File: config.mk
export PLATFORM = sky130hd
export DESIGN_NAME = mbs_ram
export DESIGN_NICKNAME = d
export VERILOG_FILES = /design/src/rtl/mbs_ram.sv
export SDC_FILE = /design/constraint.sdc
export NUM_CORES = 2
export LEC_CHECK = 0
export ABC_CLOCK_PERIOD_IN_PS = 6400
export BUFFER_PORTS_ARGS = -buffer_cell sky130_fd_sc_hd__buf_2
export CORE_AREA = 4 4 570 572
export CTS_CLUSTER_DIAMETER = 30
export DETAILED_ROUTE_END_ITERATION = 8
export DIE_AREA = 0 0 574 576
export GPL_TIMING_DRIVEN = 1
export HOLD_SLACK_MARGIN = 0.08
export PLACE_DENSITY_LB_ADDON = 0.08
export SKIP_CTS_REPAIR_TIMING = 1
export SLEW_MARGIN = 30
export SYNTH_ARGS = -nofsm -noshare
export SYNTH_HDL_FRONTEND = slang
export SYNTH_SLANG_ARGS = --single-unit
File: constraint.sdc
create_clock -name clk -period 6.4 [get_ports clk]
set_clock_uncertainty 0.1 [all_clocks]
set_input_delay 0.96 -clock clk [delete_from_list [all_inputs] [get_ports clk]]
set_output_delay 0.96 -clock clk [all_outputs]
set_load 0.02 [all_outputs]
File: src/rtl/mbs_ram.sv
`timescale 1ns / 1ps
// Generic single-write, single-read RAM with registered read data.
module mbs_ram #(
    parameter int WIDTH = 8,
    parameter int DEPTH = 256
) (
    input  logic                                    clk,
    input  logic                                    we,
    input  logic [((DEPTH > 1) ? $clog2(DEPTH) : 1)-1:0] waddr,
    input  logic [WIDTH-1:0]                        wdata,
    input  logic [((DEPTH > 1) ? $clog2(DEPTH) : 1)-1:0] raddr,
    output logic [WIDTH-1:0]                        rdata
);

    logic [WIDTH-1:0] mem [DEPTH];

    always_ff @(posedge clk)
    begin
        if (we)
        begin
            mem[waddr] <= wdata;
        end
        rdata <= mem[raddr];
    end

endmodule

==> qor.yml <==
sta:
  setup_slack_ns: 2.53
  worst_pin_slew_ns: 0.998
  setup_viol: 0
  hold_viol_final: 0
  relSlewSlack_pct: 32.8
  final_slew_violations: 0
  rsz0062_at_grt: "false"
  min_period_over_period_pct: 60.4
  period_needed_ns: 3.87
  setup_tns_final_ns: 0
  fmaxAchievable_ghz: 0.259
synth:
  synth_seq_cells: 2056
  post_synth_and_or_nand_nor_area_fraction_pct: 2.63
  dominantRegCellSynth: "sky130_fd_sc_hd__edfxtp_1"
  mappedNetlistNets: 3759
  synth_largest_area_cell: "sky130_fd_sc_hd__edfxtp_1"
  synth_top_family_by_area: "multiplexers"
  netlist-cell-type-count: 55
  synth-edff-count: 2048
  ys_async_sr_fraction_pct: 0
  synthMuxAreaShare_pct: 14.6
  synth.avg_cell_area_um2: 21.3
  synth_top_cell_area_share_pct: 77.3
  synthesis.yosys.warnings: 0
  synth_seq_area_share_pct: 77.5
  synth.top_cells.by_area: "sky130_fd_sc_hd__edfxtp_1 (77%), sky130_fd_sc_hd__mux4_2 (13%), sky130_fd_sc_hd__mux2i_1 (1.7%)"
  synth_compound_gate_area_share_pct: 3.42
  synth_cells: 3733
  post_synthesis_instance_area_um2: 79600
  synth-adder-area-share_pct: 0
  post_synth_xor_area_fraction_pct: 0
place:
  post-dp-hpwl_mm: 159
  dpl_cell_area_um2: 85400
  detailedPlace.worstSlack_ns: 1.40
  globalplace.congestion: 0.774
  buffers_on_ports: 33
  numPlacedInstances: 7889
floorplan:
  dieArea_um2: 331000
  std_cell_rows: 208
  die_x_um: 574
  floorplan.die.height_um: 576
  core_area_um2: 320000
  io-pin-count: 34
  floorplan.initialDensity_pct: 24.9
min_path:
  worstHoldPathType: "input pin to register"
  min_from: "wdata[5]"
global_routing:
  grt_pass1_wl_mm: 362
  globalRouteOverflowTotal: 0
  grt_antenna_before_repair: 22
  grt_pass1_vias: 43500
  grt_max_degree: 164
  grt.total_usage_pct: 15.6
routing:
  drt-pass1-iter-count: 5
  drt-initial-drc-count: 3254
  finalWirelength_mm: 263
  detail_route.wl_per_cell_um: 29.5
  via_per_inst: 4.58
  antenna_left: 0
  detailroute.via_count: 40800
  drcViolationCount: 0
setup_path:
  cp.depth: 9
  rr_endpoint: "rdata[5]$_DFF_P_"
  worst_path_largest_cell_delay_ns: 0.86
  timing.critical_path.max_delay_family: "buffers and inverters"
  worstPathRequired_ns: 7.10
  path_buf_inv: 4
  setup.worst_path.class: "input pin to register"
  startpoint: "raddr[0]"
  rrSetupSlack_ns: 3.35
  cp_max_fo: 42
  worst_path_max_delay_cell: "sky130_fd_sc_hd__a221oi_1"
  worstSetupEndpoint: "rdata[5]$_DFF_P_"
  cp.arrival_ns: 4.57
  worst-r2r-cell-count: 6
  worstPathCellList: "buf_8 > buf_12 > buf_4 > buf_4 > mux4_2 > a221oi_1 > o32ai_1 > nor3_2 > nor4_1"
  cpMostUsedCell: "sky130_fd_sc_hd__buf_4"
  crit-reg2reg-launch: "mem[211][5]$_DFFE_PP_"
  timing.critical_path.to_type: "register"
  critPathLaunchType: "input pin"
final_layout:
  most-common-layout-cells: "sky130_fd_sc_hd__edfxtp_1 (2,048), sky130_fd_sc_hd__clkbuf_16 (565), sky130_fd_sc_hd__mux4_2 (454), sky130_fd_sc_hd__nor2_1 (217), sky130_fd_sc_hd__mux2i_1 (134)"
  multiInputGateArea_um2: 16800
  area_delta_synth_final_pct: 30.3
  final.fill_count: 30500
  layout_commonest_cell: "sky130_fd_sc_hd__edfxtp_1"
  sequential_cell_area_um2: 61700
  number_of_nets_in_the_layout: 4275
  finish.instance_area_um2: 104000
  layout-drive-gt1-share_pct: 33.3
  fin_cells: 8903
clock_tree:
  clk_pin_slew_worst_setup_hold_paths_ns: 0.04
  cts_max_level: 6
  cts-root-to-sink-buffers: 4
  clkLatencyLatePin_ns: 0.97
  cts-root-buf: "sky130_fd_sc_hd__clkbuf_16"
  numClockSinks: 2056
  cts_tree: "done"
  numCtsBuffers: 554
run:
  max_cap_violations: 0
pwr:
  powerDensity_nw_per_um2: 415
  power_leakage_uw: 0.0332
  max_vdd_drop_uv: 245
status:
  run_status: "complete, no violations"
## worst register-to-register path: cells and delay by family (launching register included)
family,cells,cell delay (ns)
DFF,1,0.35
and+or+nand+nor,2,0.60
AOI/OAI and AO/OA,3,1.36
muxes,1,0.51
## stage by stage
| stage | power [µW] | hold slack (ns) | util, % |
|---|---|---|---|
| floorplan | 15900 | 0.670 | - |
| global placement | 16700 | 0.960 | 26.6 |
| detailed placement | 16700 | 0.982 | 26.7 |
| CTS | 43600 | 0.252 | 32.3 |
| global route | 44500 | 0.293 | 32.4 |
| finish | 43000 | 0.334 | 32.4 |
## sequential cells by signal, indices dropped and copies added, names as in the netlist
signal,cells
mem,2048
rdata,8
## power breakdown
| part | leakage (µW) | total [µW] | switching, µW | internal (µW) |
|---|---|---|---|---|
| clock | 0.00882 | 26600 | 8190 | 18400 |
| sequential | 0.0185 | 14900 | 35.1 | 14900 |
| combinational | 0.00589 | 1520 | 1040 | 480 |
| total | 0.0332 | 43000 | 9260 | 33800 |
## synthesized netlist by cell type, types with 3 or more instances
library cell and count:
sky130_fd_sc_hd__edfxtp_1 2048, sky130_fd_sc_hd__mux4_2 454, sky130_fd_sc_hd__nor2_1 282, sky130_fd_sc_hd__mux2i_1 134, sky130_fd_sc_hd__a22oi_1 133, sky130_fd_sc_hd__clkbuf_1 111
sky130_fd_sc_hd__a21oi_1 96, sky130_fd_sc_hd__o221ai_1 46, sky130_fd_sc_hd__nand3_1 34, sky130_fd_sc_hd__nand2_1 33, sky130_fd_sc_hd__buf_2 31, sky130_fd_sc_hd__nor2b_1 31
sky130_fd_sc_hd__o22ai_1 28, sky130_fd_sc_hd__buf_4 27, sky130_fd_sc_hd__nor4_1 24, sky130_fd_sc_hd__buf_1 22, sky130_fd_sc_hd__nor3_1 22, sky130_fd_sc_hd__buf_6 21
sky130_fd_sc_hd__a211oi_1 16, sky130_fd_sc_hd__a221oi_1 13, sky130_fd_sc_hd__buf_8 13, sky130_fd_sc_hd__nand4_1 10, sky130_fd_sc_hd__o211ai_1 10, sky130_fd_sc_hd__o21ai_0 10
sky130_fd_sc_hd__a22o_1 8, sky130_fd_sc_hd__buf_12 8, sky130_fd_sc_hd__dfxtp_1 8, sky130_fd_sc_hd__nand2b_1 8, sky130_fd_sc_hd__and2_1 6, sky130_fd_sc_hd__o22a_1 5
sky130_fd_sc_hd__o32ai_1 4, sky130_fd_sc_hd__or2_2 4, sky130_fd_sc_hd__nor4_2 3
## cells by family after synthesis
| kind of cell | count (synthesis) |
|---|---|
| DFF | 2056 |
| muxes | 591 |
| and+or+nand+nor | 466 |
| AOI/OAI and AO/OA | 385 |
| buffers and inverters | 235 |
## routing by layer
metal | share of wire (%) | global-route usage, % | up-vias
li1 | - | - | 17100
met1 | 45 | 21.3 | 22100
met2 | 48 | 25.5 | 1154
met3 | 4.4 | 2.58 | 446
met4 | 2.4 | 4.43 | 0
met5 | 0 | 0 | -
## final cells by class
cell class | instances | area share [%]
antenna | 5 | 0.0121
clock buffer | 669 | 14.1
clock inverter | 336 | 3.40
inverter | 2 | 0.00724
multi-input combinational | 1442 | 16.2
sequential | 2056 | 59.5
tap | 4200 | 5.07
timing repair buffer | 193 | 1.76
## worst min path at each step
stage / end / slack [ns] / depth (start not counted)
finish: mem[52][5]$_DFFE_PP_ / 0.33 / 1
global route: mem[55][5]$_DFFE_PP_ / 0.29 / 1
CTS: mem[8][5]$_DFFE_PP_ / 0.25 / 1
detailed placement: rdata[3]$_DFF_P_ / 0.98 / 7
global placement: rdata[3]$_DFF_P_ / 0.96 / 7
floorplan: rdata[3]$_DFF_P_ / 0.67 / 6
Note: power is estimated with default switching activity, not from simulation.
