## config.mk

```make
export PLATFORM = sky130hd
export DESIGN_NAME = mbs_queue
export DESIGN_NICKNAME = d
export VERILOG_FILES = /design/src/rtl/mbs_pkg.sv /design/src/rtl/mbs_queue.sv
export SDC_FILE = /design/constraint.sdc
export NUM_CORES = 1
export LEC_CHECK = 0
export BUFFER_PORTS_ARGS = -buffer_cell sky130_fd_sc_hd__buf_2
export CAP_MARGIN = 20
export CORE_ASPECT_RATIO = 1.25
export CORE_UTILIZATION = 52
export CTS_CLUSTER_SIZE = 20
export DETAILED_ROUTE_END_ITERATION = 12
export PLACE_DENSITY = 0.91
export SLEW_MARGIN = 20
export SYNTH_ARGS = -nofsm -noshare
export SYNTH_HDL_FRONTEND = slang
export SYNTH_SLANG_ARGS = --single-unit
```

## constraint.sdc

```tcl
create_clock -name clk -period 7.05 [get_ports clk]
set_clock_uncertainty 0.05 [all_clocks]
set_input_delay 0.3525 -clock clk [delete_from_list [all_inputs] [get_ports clk]]
set_output_delay 0.3525 -clock clk [all_outputs]
set_load 0.1 [all_outputs]
```

## src/rtl/mbs_pkg.sv

```systemverilog
`timescale 1ns / 1ps
// Shared constants, types and descriptors for the Modbus TCP register server.
package mbs_pkg;

    localparam int MAP_SIZE        = 60;
    localparam int MAX_FRAME       = 256;
    localparam int MIN_FRAME       = 12;
    localparam int MANY_DATA_START = 13;
    localparam int READ_LIMIT      = 123;
    localparam int HDR_BYTES       = 12;
    localparam int READ_HDR_BYTES  = 9;
    localparam int MBAP_PREFIX     = 6;
    localparam int Q_DEPTH         = 2;

    localparam int MAP_AW          = (MAP_SIZE > 1) ? $clog2(MAP_SIZE) : 1;
    localparam int CNT_W           = $clog2(MAP_SIZE + 1);
    localparam int FRAME_AW        = $clog2(MAX_FRAME);
    localparam int LEN_W           = FRAME_AW + 1;
    localparam int Q_AW            = $clog2(Q_DEPTH);
    localparam int FRAME_RAM_AW    = FRAME_AW + Q_AW;
    localparam int FRAME_RAM_DEPTH = MAX_FRAME * Q_DEPTH;
    localparam int HDR_IDX_W       = $clog2(HDR_BYTES);

    localparam int S_TDATA_W       = 8;
    localparam int TX_WORD_W       = 32;
    localparam int TX_COUNT_W      = 3;
    localparam int M_TDATA_W       = 40;
    localparam int M_PAD_W         = M_TDATA_W - TX_WORD_W - TX_COUNT_W;

    localparam logic [7:0] FN_READ         = 8'h03;
    localparam logic [7:0] FN_WRITE_ONE    = 8'h06;
    localparam logic [7:0] FN_WRITE_MANY   = 8'h10;
    localparam logic [7:0] WRITE_MANY_PDU  = 8'd6;

    typedef enum logic [1:0] {
        OP_READ,
        OP_WRITE_ONE,
        OP_WRITE_MANY
    } op_t;

    typedef logic [HDR_BYTES-1:0][7:0] hdr_t;

    typedef struct packed {
        op_t               op;
        logic [Q_AW-1:0]   bank;
        logic [LEN_W-1:0]  n;
        logic [MAP_AW-1:0] start;
        hdr_t              hdr;
    } desc_t;

    typedef struct packed {
        logic                    we;
        logic [FRAME_RAM_AW-1:0] addr;
        logic [7:0]              data;
    } fwr_t;

endpackage

```

## src/rtl/mbs_queue.sv

```systemverilog
`timescale 1ns / 1ps
// Short descriptor queue between the front end and the response engine.
module mbs_queue (
    input  logic           clk,
    input  logic           rst_n,
    input  logic           push,
    input  mbs_pkg::desc_t push_desc,
    output logic           full,
    output logic           valid,
    output mbs_pkg::desc_t head,
    input  logic           pop
);
    import mbs_pkg::*;

    desc_t           entry_reg [Q_DEPTH];
    logic [Q_AW-1:0] wr_ptr_reg, wr_ptr_next;
    logic [Q_AW-1:0] rd_ptr_reg, rd_ptr_next;
    logic [Q_AW:0]   count_reg, count_next;

    assign full  = (count_reg == (Q_AW + 1)'(Q_DEPTH));
    assign valid = (count_reg != '0);
    assign head  = entry_reg[rd_ptr_reg];

    always_comb
    begin
        wr_ptr_next = push ? wr_ptr_reg + Q_AW'(1) : wr_ptr_reg;
        rd_ptr_next = pop ? rd_ptr_reg + Q_AW'(1) : rd_ptr_reg;
        count_next  = count_reg;
        unique case ({push, pop})
            2'b10:   count_next = count_reg + (Q_AW + 1)'(1);
            2'b01:   count_next = count_reg - (Q_AW + 1)'(1);
            default: count_next = count_reg;
        endcase
    end

    always_ff @(posedge clk or negedge rst_n)
    begin
        if (!rst_n)
        begin
            wr_ptr_reg <= '0;
            rd_ptr_reg <= '0;
            count_reg  <= '0;
        end
        else
        begin
            wr_ptr_reg <= wr_ptr_next;
            rd_ptr_reg <= rd_ptr_next;
            count_reg  <= count_next;
        end
    end

    always_ff @(posedge clk)
    begin
        if (push)
        begin
            entry_reg[wr_ptr_reg] <= push_desc;
        end
    end

endmodule

```

==> results.py, run 1 <==
metrics = {
    "logic_synthesis": {
        "synthArstFlopShare_pct": 1.724,
        "synth_commonest_cells": "228 x edfxtp_1, 64 x mux2_2, 50 x mux2_4",
        "syn-num-nets": 490,
        "synth_warnings": 0,
        "postSynthCellCount": 371,
        "netlist_area_mm2": 0.008613,
        "synth_cell_types": 14,
        "ys.flop_type": "edfxtp_1",
        "synth.most_common_cell": "edfxtp_1",
        "yosysTopAreaCell": "edfxtp_1",
        "netlist.area_leader.share_pct": 79.49,
        "synth-edff-count": 228,
        "synth_area_leaders": "edfxtp_1 79%, mux2_4 8.7%, mux2_2 8.4%",
        "synth_area_per_cell_um2": 23.22,
        "yosysSeqAreaShare_pct": 80.65,
        "ys_ff_latch": 232,
    },
    "min_path": {
        "min_path_cells": 1,
        "hp-start": "push_desc[1]",
        "hold_path.class": "input port to register",
        "hold_end": "entry_reg[1][1]$_DFFE_PP_",
    },
    "placed_design": {
        "dpl.hpwl_um": 10300,
        "io_buffer_count": 233,
        "gp_congestion": 0.7194,
        "post-place-cells": 810,
    },
    "setup_path": {
        "cp.arrival_ns": 2.84,
        "r2r_start": "wr_ptr_reg$_DFFE_PN0P_",
        "cp-start-kind": "register",
        "cp-end-kind": "primary output",
        "reg2reg_slack_ns": 4.49,
        "cp_max_fo": 77,
        "crit_required_ns": 6.65,
        "timing.rr.end": "entry_reg[0][34]$_DFFE_PP_",
        "reg2regPathDepth": 3,
        "crit_type": "register to primary output",
    },
    "clock_tree": {
        "clock_sink_count": 232,
        "cts_tree": "built",
        "ctsLongestPathBuffers": 3,
        "clockRootBuffer": "clkbuf_16",
        "cts_max_level": 1,
        "clock_latency_ns": 0.49,
        "cts_resized": 0,
        "clkTransAtPathRegs_ns": 0.06,
        "cts-buffers-inserted": 21,
        "post_cts_buffers": 0,
        "hold_buffers": 83,
    },
    "cells_and_area": {
        "drive_gt1_share_pct": 52.78,
        "layout.nets": 826,
        "fin_cells": 936,
        "multi_input_area_mm2": 0.001564,
        "largest_reg_flops": 228,
        "seq_area_mm2": 0.006950,
        "fill_cells": 950,
        "diodes": 0,
        "areaGrowthSynthToFinish_pct": 33.67,
    },
    "drt": {
        "post_drt_wl_per_cell_um": 18.29,
        "drt_iter0_markers": 184,
        "drt-total-wl_um": 17120,
        "drt_first_pass_iters": 4,
        "vias_per_cell": 5.002,
        "dr_total_vias": 4682,
        "wl_met3_um": 1133,
        "top_layer_used": "met5",
        "ant_nets": 0,
        "drc": 0,
        "drt-met1-wl_um": 5888,
        "route.met2.wl_um": 9567,
    },
    "die": {
        "fp.coreArea_mm2": 0.01620,
        "start_util_pct": 53.17,
        "fp.dieArea_mm2": 0.01709,
        "ios": 234,
        "die_w_um": 117.1,
        "rows": 52,
        "die_y_um": 145.9,
    },
    "grt": {
        "grt-ovfl-total": 0,
        "grt_max_degree": 78,
        "grt_use_total_pct": 19.88,
        "grt_pass1_wl_um": 25470,
        "grt_antenna_before_repair": 2,
        "grt_pass1_vias": 5097,
    },
    "sta": {
        "setup_viol": 0,
        "maxSlewHeadroom_pct": 31.13,
        "fmax_mhz": 308.2,
        "worst_pin_slew_ns": 1.033,
        "hold_violations": 0,
        "finalCritPeriodShare_pct": 46.03,
        "setup_tns_ns": 0,
        "grt_setup_unrepaired": "false",
        "hold-worst-slack_ns": 0.01829,
        "finalMaxSlewViolations": 0,
        "finalCriticalPeriod_ns": 3.245,
    },
    "job": {
        "maxCapViolCount": 0,
    },
    "run_status": {
        "status": "completed",
    },
}
[per-stage QoR]
step	util [%]	setup WS, ns	instance area, um2
after global routing	71.07	3.673	11510
after global placement	61.58	4.055	9977
after CTS	70.51	3.484	11420
after floorplan	-	1.222	8613
final	71.07	3.805	11510
after detailed placement	61.58	4.010	9977
[metal layers]
metal / global-route usage [%] / up-vias
met4: 6.899 / 4
met2: 38.11 / 200
met5: 0 / -
li1: - / 2141
met3: 4.831 / 46
met1: 20.36 / 2291
[worst max-delay path: stages (launching register included)]
cell     delay [ns]
dfrtp_4        0.82
buf_6          0.65
mux2_2         0.31
buf_2          0.42
[logic make-up (layout without fill, tap and decap cells)]
family / after synthesis / in the layout / synth area share [%]
simple gates: 5 / 5 / 0.3052
fa+ha+maj: 1 / 1 / 0.1452
xor+xnor: 5 / 5 / 0.5085
buf+inv: 14 / 363 / 1.307
flops: 232 / 232 / 80.65
mux: 114 / 114 / 17.08
[worst max path at each step]
stage / startpoint / endpoint / slack [ns] / cells past startpoint
final: rd_ptr_reg$_DFFE_PN0P_ / head[4] / 3.81 / 3
after global routing: rd_ptr_reg$_DFFE_PN0P_ / head[3] / 3.67 / 3
after CTS: rd_ptr_reg$_DFFE_PN0P_ / head[20] / 3.48 / 3
after detailed placement: rd_ptr_reg$_DFFE_PN0P_ / head[20] / 4.01 / 3
after global placement: rd_ptr_reg$_DFFE_PN0P_ / head[26] / 4.05 / 3
after floorplan: push / entry_reg[0][0]$_DFFE_PP_ / 1.22 / 2
[layout by cell type (no fill, tap or decap), drive strengths merged]
cell type,n
and2,1
buf,237
bufinv,1
clkbuf,29
clkinv,5
clkinvlp,1
dfrtp,4
dlygate4sd3,89
edfxtp,228
ha,1
inv,1
mux2,114
nor2,2
nor2b,1
or2,1
xnor2,2
xor2,3
[final cells by class]
class / instances / share of cell area [%]
multi-input cells: 125 / 13.58
flip-flops and latches: 232 / 60.37
inverters: 1 / 0.03260
well taps: 216 / 2.347
clock inverters: 7 / 0.5108
clock buffers: 29 / 4.825
repair buffers: 326 / 18.33
Power of run 1 is left out: the tool's default activity adds up to more than one toggle a clock period on the data nets, which glitch-free logic cannot reach.
==> run 2, diff against run 1 <==
clock period = 3.3 ns   (was 7.05 ns; I/O delays follow)
==> results.py, run 2 (same netlist as run 1, synthesis figures left out) <==
metrics = {
    "placed_design": {
        "dpl_cell_area_mm2": 0.01004,
        "dpl.hpwl_um": 10200,
        "io_buffer_count": 233,
        "gp_congestion": 0.7177,
    },
    "setup_path": {
        "cp.arrival_ns": 2.38,
        "cp-start-kind": "register",
        "cp_max_fo": 47,
        "startpoint": "rd_ptr_reg$_DFFE_PN0P_",
        "cp_slowest_cell": "dfrtp_4",
        "r2r_start": "wr_ptr_reg$_DFFE_PN0P_",
        "slowest_delay_ns": 0.75,
        "crit_required_ns": 3.08,
        "crit_type": "register to primary output",
        "cp-end-kind": "primary output",
        "path_cells": "buf_12, mux2_2, buf_2",
    },
    "cells_and_area": {
        "final_area_mm2": 0.01186,
        "final_cell_mix": "233 x buf_2, 228 x edfxtp_1, 118 x dlygate4sd3_1, 64 x mux2_2, 50 x mux2_4",
        "largest_reg_flops": 228,
        "fill_cells": 907,
        "final_common_cell": "buf_2",
        "areaGrowthSynthToFinish_pct": 37.68,
        "layout.nets": 858,
        "drive_gt1_share_pct": 50.80,
    },
    "die": {
        "die_w_um": 117.1,
        "rows": 52,
        "start_util_pct": 53.17,
        "ios": 234,
        "die_y_um": 145.9,
        "fp.coreArea_mm2": 0.01620,
        "fp.dieArea_mm2": 0.01709,
    },
    "sta": {
        "hold_violations": 0,
        "setup_viol": 0,
        "maxSlewHeadroom_pct": 29.58,
        "finalMaxSlewViolations": 0,
        "grt_setup_unrepaired": "false",
        "finalCriticalPeriod_ns": 2.594,
        "setup_tns_ns": 0,
        "worst_pin_slew_ns": 1.056,
        "fmax_mhz": 385.5,
        "finalCritPeriodShare_pct": 78.60,
    },
    "grt": {
        "grt_pass1_wl_um": 28000,
        "grt_max_degree": 77,
        "grt_use_total_pct": 21.88,
        "grt_pass1_vias": 5556,
        "grt_antenna_before_repair": 3,
        "grt-ovfl-total": 0,
    },
    "min_path": {
        "hp-start": "push_desc[107]",
        "hold_path.class": "input port to register",
    },
    "clock_tree": {
        "cts_resized": 0,
        "cts-buffers-inserted": 22,
        "cts_tree": "built",
        "ctsLongestPathBuffers": 3,
        "clock_latency_ns": 0.49,
        "clock_sink_count": 232,
        "clockRootBuffer": "clkbuf_16",
        "cts_max_level": 1,
        "clkTransAtPathRegs_ns": 0.06,
    },
    "drt": {
        "drt_first_pass_iters": 4,
        "drt-total-wl_um": 18600,
        "dr_total_vias": 4962,
        "vias_per_cell": 5.110,
        "post_drt_wl_per_cell_um": 19.15,
        "ant_nets": 0,
        "drt_iter0_markers": 285,
        "drc": 0,
    },
    "run_status": {
        "status": "completed",
    },
    "job": {
        "maxCapViolCount": 0,
    },
}
## run 2: cell types whose count changed in the layout (fill, tap and decap cells not counted)
cell / delta
dlygate4sd3_1: +29
buf_12: +3
diode_2: +3
clkbuf_16: +2
clkinv_1: +2
buf_16: -1
buf_4: +1
buf_6: -1
bufinv_16: -1
clkbuf_1: -1
clkinv_2: -1
## run 2: area by class of cell
cell class                 count  area [um2]  area share (%)
clock inverter                 7       31.28          0.2638
inverter                       1       3.754         0.03165
tap                          216       270.3           2.279
clock buffer                  30       601.8           5.075
multi-input combinational    125        1564           13.19
timing repair buffer         357        2430           20.49
antenna                        3       7.507         0.06330
sequential                   232        6950           58.61
## run 2: worst max-delay path: cells and delay by family, from the launching register on
kind                   cells  cell delay (ns)
buffers and inverters      2             0.66
DFF                        1             0.75
muxes                      1             0.40
## run 2: worst paths after layout
path / endpoint / slack (ns) / cells after the start
setup / recovery: head[96] / 0.71 / 3
hold / removal: entry_reg[1][107]$_DFFE_PP_ / 0.35 / 2
setup reg to reg: entry_reg[1][110]$_DFFE_PP_ / 1.38 / 2
hold reg to reg: count_reg[1]$_DFFE_PN0P_ / 0.46 / 1
max in group asynchronous: rd_ptr_reg$_DFFE_PN0P_ / 2.40 / 3
min in group asynchronous: count_reg[1]$_DFFE_PN0P_ / 0.60 / 3
## run 2: through the flow
step / setup WS (ns) / instances / hold slack [ns] / utilization (%)
floorplan: 0.7146 / 371 / -0.1806 / -
global placement: 1.306 / 813 / -0.07500 / 61.96
detailed placement: 1.254 / 813 / -0.06810 / 61.96
CTS: 0.7247 / 968 / 0.3316 / 73.15
global route: 0.6240 / 971 / 0.3420 / 73.20
finish: 0.7062 / 971 / 0.3509 / 73.20
## run 2: timing repair
item                                   4_1_cts  5_1_grt
buffers inserted                             0        0
endpoints found under the hold margin      234        0
hold buffers                               118        0
## run 2: routing by layer
metal	wire length, um	track usage (%)	vias to the layer above	part of all wire (%)
li1	-	-	2208	-
met1	6648	23.38	2449	36
met2	10160	40.56	250	55
met3	1177	4.665	55	6.3
met4	612	9.430	0	3.3
met5	0	0	-	0
Power of run 2 is left out for the same reason.
