`src/rtl/mbs_pkg.sv`:
```
`timescale 1ns / 1ps
// Shared constants, types and descriptors for the Modbus TCP register server.
package mbs_pkg;

    localparam int MAP_SIZE        = 60;
    localparam int MAX_FRAME       = 256;
    localparam int MIN_FRAME       = 12;
    localparam int MANY_DATA_START = 13;
    localparam int READ_LIMIT      = 123;
    localparam int HDR_BYTES       = 12;
    localparam int READ_HDR_BYTES  = 9;
    localparam int MBAP_PREFIX     = 6;
    localparam int Q_DEPTH         = 2;

    localparam int MAP_AW          = (MAP_SIZE > 1) ? $clog2(MAP_SIZE) : 1;
    localparam int CNT_W           = $clog2(MAP_SIZE + 1);
    localparam int FRAME_AW        = $clog2(MAX_FRAME);
    localparam int LEN_W           = FRAME_AW + 1;
    localparam int Q_AW            = $clog2(Q_DEPTH);
    localparam int FRAME_RAM_AW    = FRAME_AW + Q_AW;
    localparam int FRAME_RAM_DEPTH = MAX_FRAME * Q_DEPTH;
    localparam int HDR_IDX_W       = $clog2(HDR_BYTES);

    localparam int S_TDATA_W       = 8;
    localparam int TX_WORD_W       = 32;
    localparam int TX_COUNT_W      = 3;
    localparam int M_TDATA_W       = 40;
    localparam int M_PAD_W         = M_TDATA_W - TX_WORD_W - TX_COUNT_W;

    localparam logic [7:0] FN_READ         = 8'h03;
    localparam logic [7:0] FN_WRITE_ONE    = 8'h06;
    localparam logic [7:0] FN_WRITE_MANY   = 8'h10;
    localparam logic [7:0] WRITE_MANY_PDU  = 8'd6;

    typedef enum logic [1:0] {
        OP_READ,
        OP_WRITE_ONE,
        OP_WRITE_MANY
    } op_t;

    typedef logic [HDR_BYTES-1:0][7:0] hdr_t;

    typedef struct packed {
        op_t               op;
        logic [Q_AW-1:0]   bank;
        logic [LEN_W-1:0]  n;
        logic [MAP_AW-1:0] start;
        hdr_t              hdr;
    } desc_t;

    typedef struct packed {
        logic                    we;
        logic [FRAME_RAM_AW-1:0] addr;
        logic [7:0]              data;
    } fwr_t;

endpackage

```
`src/rtl/mbs_front.sv`:
```
`timescale 1ns / 1ps
// Front end: buffers frame bytes, captures the header and classifies each frame.
module mbs_front (
    input  logic           clk,
    input  logic           rst_n,
    input  logic           s_tvalid,
    output logic           s_tready,
    input  logic [7:0]     s_tdata,
    input  logic           s_tlast,
    input  logic           q_full,
    output logic           push,
    output mbs_pkg::desc_t push_desc,
    output mbs_pkg::fwr_t  fwr
);
    import mbs_pkg::*;

    logic [LEN_W-1:0] len_reg, len_next;
    logic             ovf_reg, ovf_next;
    logic [Q_AW-1:0]  bank_reg, bank_next;
    hdr_t             hdr_reg, hdr_next;
    logic             accept;
    logic             store;
    logic [LEN_W-1:0] len_inc;
    logic [7:0]       fc;
    logic [15:0]      start16;
    logic             known;
    op_t              op;

    assign s_tready = !q_full;
    assign accept   = s_tvalid && s_tready;
    assign store    = !ovf_reg && (len_reg < LEN_W'(MAX_FRAME));
    assign len_inc  = len_reg + LEN_W'(1);

    always_comb
    begin
        hdr_next = hdr_reg;
        if (accept && store && (len_reg < LEN_W'(HDR_BYTES)))
        begin
            hdr_next[len_reg[HDR_IDX_W-1:0]] = s_tdata;
        end
    end

    assign fc      = hdr_next[7];
    assign start16 = {hdr_next[8], hdr_next[9]};

    always_comb
    begin
        known = 1'b1;
        op    = OP_READ;
        unique case (fc)
            FN_READ:       op = OP_READ;
            FN_WRITE_ONE:  op = OP_WRITE_ONE;
            FN_WRITE_MANY: op = OP_WRITE_MANY;
            default:       known = 1'b0;
        endcase
    end

    always_comb
    begin
        len_next  = len_reg;
        ovf_next  = ovf_reg;
        bank_next = bank_reg;
        push      = 1'b0;
        fwr.we    = 1'b0;
        fwr.addr  = {bank_reg, len_reg[FRAME_AW-1:0]};
        fwr.data  = s_tdata;
        if (accept)
        begin
            if (store)
            begin
                fwr.we   = 1'b1;
                len_next = len_inc;
            end
            else
            begin
                ovf_next = 1'b1;
            end
            if (s_tlast)
            begin
                len_next = '0;
                ovf_next = 1'b0;
                if (store && known && (len_inc >= LEN_W'(MIN_FRAME))
                    && (start16 < 16'(MAP_SIZE)))
                begin
                    push      = 1'b1;
                    bank_next = bank_reg + Q_AW'(1);
                end
            end
        end
    end

    assign push_desc.op    = op;
    assign push_desc.bank  = bank_reg;
    assign push_desc.n     = len_inc;
    assign push_desc.start = start16[MAP_AW-1:0];
    assign push_desc.hdr   = hdr_next;

    always_ff @(posedge clk or negedge rst_n)
    begin
        if (!rst_n)
        begin
            len_reg  <= '0;
            ovf_reg  <= 1'b0;
            bank_reg <= '0;
        end
        else
        begin
            len_reg  <= len_next;
            ovf_reg  <= ovf_next;
            bank_reg <= bank_next;
        end
    end

    always_ff @(posedge clk)
    begin
        hdr_reg <= hdr_next;
    end

endmodule

```
`config.mk`:
```
export PLATFORM = sky130hd
export DESIGN_NAME = mbs_front
export DESIGN_NICKNAME = d
export VERILOG_FILES = /design/src/rtl/mbs_pkg.sv /design/src/rtl/mbs_front.sv
export SDC_FILE = /design/constraint.sdc
export NUM_CORES = 1
export LEC_CHECK = 0
export BUFFER_PORTS_ARGS = -buffer_cell sky130_fd_sc_hd__buf_4
export CAP_MARGIN = 20
export CELL_PAD_IN_SITES_DETAIL_PLACEMENT = 0
export CELL_PAD_IN_SITES_GLOBAL_PLACEMENT = 1
export CORE_MARGIN = 4
export CORE_UTILIZATION = 38
export DETAILED_ROUTE_END_ITERATION = 6
export PLACE_DENSITY_LB_ADDON = 0.25
export SETUP_SLACK_MARGIN = 0.1
export SYNTH_ARGS = -nofsm -noshare
export SYNTH_HDL_FRONTEND = slang
export SYNTH_SLANG_ARGS = --single-unit
```
`constraint.sdc`:
```
create_clock -name clk -period 3.4 [get_ports clk]
set_input_delay 0.51 -clock clk [delete_from_list [all_inputs] [get_ports clk]]
set_output_delay 0.51 -clock clk [all_outputs]
set_load 0.02 [all_outputs]
```
==> summary.md, run 1 <==
* proportion of layout cells with a drive suffix above 1: 54.0%
* root buffer cell: sky130_fd_sc_hd__clkbuf_16
* sort of element at the start of the critical path: flop
* Hold Vio Cnt, Final: 0
* sum of internal, switching and leakage power: 3780 uW
* area share of the leading cell type in the synthesized netlist: 43.9%
* total detailed-routing wirelength: 11.7 mm
* vias per cell: 5.03
* clock edge transition at the registers on the reported setup and hold paths: 0.07 ns
* Mapped Area: 0.00438 sq mm
* number of placed cells counting well taps: 632
* Starting Density: 39.5%
* global route total overflow: 0
* number of cells produced by synthesis: 385
* post-synthesis sequential area ratio: 50.2%
* final antenna-violating net count: 0
* most common library cell in the layout ignoring fill and taps: sky130_fd_sc_hd__buf_4
* Post-Synthesis Net Count: 402
* Area Overhead vs Synth: 33.3%
* number of global-route vias before repair: 3359
* row count: 38
* required time of the critical path: 2.89 ns
* number of DRC markers after the initial detailed-route iteration: 134
* Max IR drop VDD: 0.000486 V
* number of H-tree levels: 3
* maximum frequency from static timing analysis: 317 MHz
* measured slew at the worst slew-check pin: 0.631 ns
* sum of net half-perimeters after detailed placement: 8.25 mm
* fill cell total of the finished layout: 991
* clock tree from TritonCTS: yes
* Final Skew: 0.0121 ns
* final non-filler cell total: 660
* top library cells by usage in the layout, fill and taps aside: sky130_fd_sc_hd__buf_4, sky130_fd_sc_hd__dfxtp_1, sky130_fd_sc_hd__mux2_2
* worst slew margin relative to its limit: 57.6%
* number of warnings printed during yosys synthesis: 0
* wire length of the first global-routing pass: 18.2 mm
* cells along the critical path: nor4_4 -> nand4_4 -> or4_1 -> a21oi_1 -> o2111a_2 -> buf_4
* antenna violations before repair: 0
* global-route usage over all layers: 17.7%
* Worst-Skew Late Latency: 0.35 ns
* overall via count from detail_route: 3317
* #FFs+latches synth: 107
* maximum number of buffers from clock root to sink: 2
* DRC viols: 0
* CP Capture Type: primary output
* share of the core filled with cells: 52.7%
* Placeable Area: 0.0111 sq mm
* die footprint: 0.0133 sq mm
* final setup violation count: 0
* Crit-path slowest cell: sky130_fd_sc_hd__dfrtp_1
* pin count of the biggest net entering global routing: 21
* library cell with the largest summed area after synthesis: sky130_fd_sc_hd__dfxtp_1
* setup TNS after final layout: 0 ns
* static leakage: 0.00279 uW
* final max-slew violation count: 0
* Detailed Routing Iterations Pass 1: 4
* Num Clock Sinks: 107
* type of the worst setup path: reg2out
* height of the die: 115 um
* top-level port count: 147
* Min-Delay Path Class: in2reg
* Final period util: 92.7%
* highest cell delay on the worst timing path: 0.51 ns
* diode insertion count for antenna repair: 0
* number of buffers added by the clock tree synthesis step: 9
* synthesized area per cell: 11.4 sq um
* MaxCap Viol Count: 0
* worst endpoint data arrival time: 2.64 ns
* Die Width: 115 um
* detail-routed net length per standard cell: 17.7 um
* largest cells by area after synthesis: sky130_fd_sc_hd__dfxtp_1, sky130_fd_sc_hd__mux2_2, sky130_fd_sc_hd__dfrtp_1, sky130_fd_sc_hd__buf_4, sky130_fd_sc_hd__nand2_1
* time the worst path needs with I/O delays and setup: 3.15 ns
* max reg flops: 96
* final RePlAce weighted congestion: 0.792
* Port Buffers: 146
* setup repair after global routing missed its margin: no
* cell area power density: 648 mW/mm^2
* CP Max Fanout: 9
* Synth cell types: 50
* status: complete, no violations
* post-layout net count: 532
[where the power goes]
part	internal (uW)	switching, uW
Combinational	528	651
Sequential	1490	62.6
Clock	540	509
Total	2560	1220
[cell families after synthesis]
kind of cell / after synthesis / synth area share [%]
flip-flops: 107 / 50.2
AND/OR/NAND/NOR: 96 / 12.6
multiplexers: 91 / 23.3
buffers and inverters: 49 / 6.43
AO/OA/AOI/OAI: 29 / 4.52
XOR/XNOR: 9 / 1.80
adder cells (fa/ha/maj): 4 / 1.14
[Yosys cell counts (all sizes together)]
| master | number |
|---|---|
| a211o | 1 |
| a211oi | 1 |
| a21oi | 7 |
| a22o | 4 |
| a2bb2oi | 1 |
| a311oi | 1 |
| a31oi | 3 |
| and2 | 2 |
| and3 | 2 |
| and4 | 2 |
| buf | 26 |
| clkbuf | 18 |
| dfrtp | 11 |
| dfxtp | 96 |
| ha | 4 |
| inv | 5 |
| mux2 | 88 |
| mux2i | 3 |
| nand2 | 35 |
| nand2b | 2 |
| nand3 | 9 |
| nand3b | 3 |
| nand4 | 7 |
| nor2 | 9 |
| nor2b | 4 |
| nor3 | 10 |
| nor3b | 3 |
| nor4 | 4 |
| nor4b | 2 |
| o2111a | 1 |
| o2111ai | 1 |
| o21ai | 6 |
| o21bai | 1 |
| o311ai | 1 |
| o31ai | 1 |
| or3b | 1 |
| or4 | 1 |
| xnor2 | 5 |
| xor2 | 4 |
[path summary, 6_finish.rpt]
path	from	cells after the start	endpoint	slack, ns
max	len_reg[4]$_DFFE_PN0P_	6	push	0.25
max in group asynchronous	rst_n	2	len_reg[0]$_DFFE_PN0P_	2.71
min in group asynchronous	rst_n	2	bank_reg$_DFFE_PN0P_	0.53
min	s_tlast	2	ovf_reg$_DFFE_PN0P_	0.38
min reg2reg	hdr_reg[63]$_DFF_P_	2	hdr_reg[63]$_DFF_P_	0.47
max reg2reg	len_reg[4]$_DFFE_PN0P_	6	bank_reg$_DFFE_PN0P_	1.02
[layer usage]
layer  vias to the layer above  GRT usage [%]  wire length (um)
met1                      1607           21.7              4890
met5                         -              0                 0
met3                         4           7.00              1020
li1                       1594              -                 -
met2                       112           29.4              5720
met4                         0           4.23                51
[timing repair]
action / in CTS / in global routing
endpoints found under the hold margin: 11 / 0
resized for setup: 0 / 3
hold buffers: 1 / 0
setup endpoints to repair: 13 / 26
pin swaps: 1 / 2
setup buffers: 3 / 8
[area by class of cell]
class	instances	area [sq um]	share of cell area, %
flip-flops and latches	107	2200	37.7
multi-input cells	229	1910	32.8
repair buffers	163	1230	21.0
clock buffers	10	239	4.10
well taps	140	175	3.00
clock inverters	6	67.6	1.16
inverters	5	18.8	0.322
[critical path, delay by kind of cell, from the launching register on]
family                 cells  cell delay [ns]
buffers and inverters      1             0.14
AO/OA/AOI/OAI              2             0.44
flip-flops                 1             0.51
AND/OR/NAND/NOR            3             1.20
[metrics by stage]
stage	setup slack, ns	instance area [sq um]	hold slack [ns]
finish	0.247	5840	0.378
global route	0.0967	5840	0.366
CTS	0.158	5760	0.359
detailed placement	0.285	5420	0.357
global placement	0.354	5420	0.356
floorplan	0.395	4380	0.214
Note: power is estimated with default switching activity, not from simulation.
==> inputs of run 2 (changes only) <==
- BUFFER_PORTS_ARGS: -buffer_cell sky130_fd_sc_hd__buf_4 -> -buffer_cell sky130_fd_sc_hd__buf_2
==> summary.md, run 2 (synthesis gave the netlist of run 1 again) <==
* highest routing layer actually used: met4
* Area Overhead vs Synth: 22.8%
* wire length of the first global-routing pass: 17.3 mm
* beginning of the critical path: len_reg[4]$_DFFE_PN0P_
* overall via count from detail_route: 3205
* Min-Delay Path Class: in2async
* clock tree from TritonCTS: yes
* type of the worst setup path: reg2out
* number of buffers added by the clock tree synthesis step: 9
* status: complete, no violations
* final RePlAce weighted congestion: 0.756
* footprint of the flip-flops and latches: 0.00220 sq mm
* CP Max Fanout: 9
* DRC viols: 0
* area of the multi-input gates: 0.00191 sq mm
* top library cells by usage in the layout, fill and taps aside: sky130_fd_sc_hd__buf_2, sky130_fd_sc_hd__dfxtp_1, sky130_fd_sc_hd__mux2_2
* final antenna-violating net count: 0
* diode insertion count for antenna repair: 0
* sum of internal, switching and leakage power: 3550 uW
* time the worst path needs with I/O delays and setup: 3.10 ns
* worst endpoint data arrival time: 2.59 ns
* number of global-route vias before repair: 3182
* total detailed-routing wirelength: 11.2 mm
* clock edge transition at the registers on the reported setup and hold paths: 0.07 ns
* Die Width: 115 um
* measured slew at the worst slew-check pin: 0.646 ns
* detailed route wirelength on metal3: 845 um
* cell area after layout: 0.00538 sq mm
* placed standard-cell area: 0.00507 sq mm
* pin count of the biggest net entering global routing: 20
* setup repair after global routing missed its margin: no
* number of H-tree levels: 3
* Final Skew: 0.00614 ns
* Placeable Area: 0.0111 sq mm
* fill cell total of the finished layout: 1051
* setup TNS after final layout: 0 ns
* detail-routed net length per standard cell: 17.2 um
* Num Clock Sinks: 107
* vias per cell: 4.92
* worst slew margin relative to its limit: 56.6%
* met1 wire length: 4.93 mm
* MaxCap Viol Count: 0
* root buffer cell: sky130_fd_sc_hd__clkbuf_16
* met2 wire len: 5.30 mm
* sort of element at the start of the critical path: flop
* antenna violations before repair: 0
* final setup violation count: 0
* required time of the critical path: 2.89 ns
* startpoint of the most critical register-to-register path: len_reg[4]$_DFFE_PN0P_
* most common library cell in the layout ignoring fill and taps: sky130_fd_sc_hd__buf_2
* Detailed Routing Iterations Pass 1: 4
* Hold Vio Cnt, Final: 0
* Starting Density: 39.5%
* final max-slew violation count: 0
* static leakage: 0.00271 uW
* Worst-Skew Late Latency: 0.34 ns
* post-layout net count: 524
* global-route usage over all layers: 16.9%
* Port Buffers: 146
* sum of net half-perimeters after detailed placement: 7.96 mm
* global route total overflow: 0
* proportion of layout cells with a drive suffix above 1: 53.2%
* die footprint: 0.0133 sq mm
* maximum number of buffers from clock root to sink: 2
* row count: 38
* top-level port count: 147
* Final period util: 91.2%
* number of DRC markers after the initial detailed-route iteration: 119
* maximum frequency from static timing analysis: 323 MHz
* height of the die: 115 um
* quantity of hold-fixing buffers added after cts: 0
* Max IR drop VDD: 0.000375 V
* cell area power density: 661 mW/mm^2
* CP Capture Type: primary output
* max reg flops: 96
run 2: per-layer routing:
layer	up-vias	track usage [%]
met4	0	3.91
met3	9	7.11
met5	-	0
met2	91	27.2
li1	1573	-
met1	1532	21.1
run 2: worst paths after layout:
path                                          end  slack [ns]  depth (start not counted)
min reg2reg                   hdr_reg[62]$_DFF_P_        0.46                          2
max in group asynchronous  len_reg[1]$_DFFE_PN0P_        3.14                          1
min in group clk              ovf_reg$_DFFE_PN0P_        0.41                          2
max                                          push        0.30                          7
max reg2reg                  bank_reg$_DFFE_PN0P_        1.08                          7
min                          bank_reg$_DFFE_PN0P_        0.04                          1
run 2: power by group:
| group | total [uW] | leakage, uW | internal [uW] | switching [uW] |
|---|---|---|---|---|
| Sequential | 1560 | 0.000936 | 1490 | 64.7 |
| Combinational | 1010 | 0.00164 | 380 | 630 |
| Clock | 984 | 0.000133 | 508 | 476 |
run 2: area by class of cell:
cell class | instances | area share (%)
sequential | 107 | 40.9
multi-input combinational | 229 | 35.6
timing repair buffer | 155 | 14.8
clock buffer | 10 | 4.26
tap | 140 | 3.26
clock inverter | 5 | 0.884
inverter | 5 | 0.349
run 2: timing repair:
item,CTS,global route
setup endpoints to repair,8,56
resized for setup,1,2
setup buffers,0,3
pin swaps,0,2
run 2: critical path: stages, from the launching register on:
cell	delay [ns]
sky130_fd_sc_hd__dfrtp_1	0.50
sky130_fd_sc_hd__nor4_4	0.46
sky130_fd_sc_hd__buf_4	0.18
sky130_fd_sc_hd__nand4_2	0.28
sky130_fd_sc_hd__mux2i_1	0.25
sky130_fd_sc_hd__and3_2	0.19
sky130_fd_sc_hd__o2111a_2	0.22
sky130_fd_sc_hd__buf_2	0.17
run 2: through the flow:
step / hold slack (ns) / instances / utilization, % / setup WS (ns)
floorplan: 0.214 / 385 / - / 0.395
global placement: 0.397 / 633 / 45.7 / 0.399
detailed placement: 0.407 / 633 / 45.7 / 0.320
CTS: 0.0379 / 648 / 48.3 / 0.0995
global route: 0.0449 / 651 / 48.5 / 0.113
finish: 0.0412 / 651 / 48.5 / 0.300
==> inputs of run 3 (changes only) <==
- BUFFER_PORTS_ARGS: -buffer_cell sky130_fd_sc_hd__buf_2 -> default
- CORE_UTILIZATION: 38 -> 48
- DONT_BUFFER_PORTS: default -> 1
==> summary.md, run 3 (synthesis gave the netlist of run 1 again) <==
* setup slack of the most critical reg-to-reg path: 0.92 ns
* overall via count from detail_route: 2755
* switching power summed over all nets: 1080 uW
* DRC viols: 0
* height of the die: 104 um
* diode insertion count for antenna repair: 0
* type of the worst setup path: reg2out
* Final period util: 92.1%
* global-route usage over all layers: 19.1%
* Min-Delay Path Class: in2reg
* cells along the critical path: nor4_4 -> buf_4 -> nand4_4 -> or4_1 -> a21oi_1 -> o2111a_2
* Die Width: 104 um
* vias per cell: 5.73
* worst slew margin relative to its limit: 57.4%
* pin count of the biggest net entering global routing: 21
* row count: 34
* setup slack after placement: 0.572 ns
* top-level port count: 147
* measured slew at the worst slew-check pin: 0.635 ns
* CP Capture Type: primary output
* final RePlAce weighted congestion: 0.844
* root buffer cell: sky130_fd_sc_hd__clkbuf_8
* MaxCap Viol Count: 0
* most common library cell in the layout ignoring fill and taps: sky130_fd_sc_hd__dfxtp_1
* wire length of the first global-routing pass: 16.2 mm
* sum of net half-perimeters after detailed placement: 7.28 mm
* number of buffers added by the clock tree synthesis step: 9
* proportion of total power due to net switching: 34.7%
* family of cells with the greatest summed delay on the critical path: simple AND/OR/NAND/NOR gates
* Starting Density: 49.7%
* global route total overflow: 0
* setup TNS after final layout: 0 ns
* Detailed Routing Iterations Pass 1: 4
* antenna violations before repair: 0
* Port Buffers: 0
* highest cell delay on the worst timing path: 0.56 ns
* setup repair after global routing missed its margin: no
* final max-slew violation count: 0
* Max IR drop VDD: 0.000358 V
* maximum number of buffers from clock root to sink: 2
* detail-routed net length per standard cell: 21.6 um
* CP Max Fanout: 10
* top library cells by usage in the layout, fill and taps aside: sky130_fd_sc_hd__dfxtp_1, sky130_fd_sc_hd__mux2_2, sky130_fd_sc_hd__nand2_1
* clock edge transition at the registers on the reported setup and hold paths: 0.11 ns
* Worst-Skew Late Latency: 0.37 ns
* final antenna-violating net count: 0
* proportion of layout cells with a drive suffix above 1: 35.4%
* fill cell total of the finished layout: 804
* worst path bufs/invs: 1
* worst endpoint data arrival time: 2.62 ns
* number of DRC markers after the initial detailed-route iteration: 62
* number of global-route vias before repair: 2777
* number of H-tree levels: 3
* required time of the critical path: 2.89 ns
* sequential share of power: 50.4%
* sum of internal, switching and leakage power: 3100 uW
* clock network fraction of design power: 25.3%
* time the worst path needs with I/O delays and setup: 3.13 ns
* Hold Vio Cnt, Final: 0
* internal portion of total power: 2030 uW
* clock tree from TritonCTS: yes
* Crit-path slowest cell: sky130_fd_sc_hd__dfrtp_1
* maximum frequency from static timing analysis: 319 MHz
* Area Overhead vs Synth: 4.49%
* Num Clock Sinks: 107
* max reg flops: 96
* cell area power density: 679 mW/mm^2
* Placeable Area: 0.00881 sq mm
* total detailed-routing wirelength: 10.4 mm
* die footprint: 0.0107 sq mm
* final setup violation count: 0
* status: complete, no violations
* post-layout net count: 385
* sort of element at the start of the critical path: flop
* static leakage: 0.00198 uW
* worst-case setup margin in the final layout: 0.270 ns
* Final Skew: 0.0132 ns
* share of total power in combinational logic: 24.3%
## run 3: cell types whose count changed in the layout (fill, tap and decap cells not counted), sizes merged
cell,delta
clkinvlp,-1
clkinv,+1
buf,-140
dlygate4sd3,+1
inv,+1
## run 3: per-stage QoR
step	hold slack [ns]	cell area (sq um)	util, %	std cells
finish	0.221	4570	51.9	481
global route	0.196	4570	51.9	481
CTS	0.198	4530	51.4	475
detailed placement	0.215	4320	49.0	458
global placement	0.215	4320	49.0	458
floorplan	0.214	4380	-	385
## run 3: power groups by stage
stage	sequential, uW	clock, uW	combinational [uW]
CTS	1570	807	760
global placement	1590	0	746
detailed placement	1600	0	756
finish	1570	785	754
global route	1590	857	802
floorplan	1560	0	707
## run 3: final timing paths
path / start / to / cells after the start
min: s_tlast / ovf_reg$_DFFE_PN0P_ / 1
min in group asynchronous: rst_n / len_reg[7]$_DFFE_PN0P_ / 1
max: len_reg[5]$_DFFE_PN0P_ / push / 6
min reg2reg: hdr_reg[32]$_DFF_P_ / hdr_reg[32]$_DFF_P_ / 1
max reg2reg: len_reg[5]$_DFFE_PN0P_ / bank_reg$_DFFE_PN0P_ / 7
max in group asynchronous: rst_n / len_reg[4]$_DFFE_PN0P_ / 1
## run 3: timing repair
action / in CTS / in global routing
buffers inserted: 0 / 6
endpoints found under the hold margin: 11 / 0
hold buffers: 1 / 0
resized for setup: 0 / 1
setup endpoints to repair: 0 / 18
## run 3: final cells by class
| class | instances | area (sq um) | share of cell area [%] |
|---|---|---|---|
| clock buffers | 10 | 138 | 3.01 |
| multi-input cells | 229 | 1900 | 41.5 |
| clock inverters | 6 | 62.6 | 1.37 |
| repair buffers | 16 | 123 | 2.68 |
| inverters | 5 | 18.8 | 0.410 |
| well taps | 108 | 135 | 2.95 |
| flip-flops and latches | 107 | 2200 | 48.1 |
## run 3: routing by layer
layer	part of all wire [%]	global-route usage [%]	vias up
li1	-	-	1289
met1	42	23.6	1361
met2	47	30.6	98
met3	10	8.40	7
met4	1.0	5.22	0
met5	0	0	-
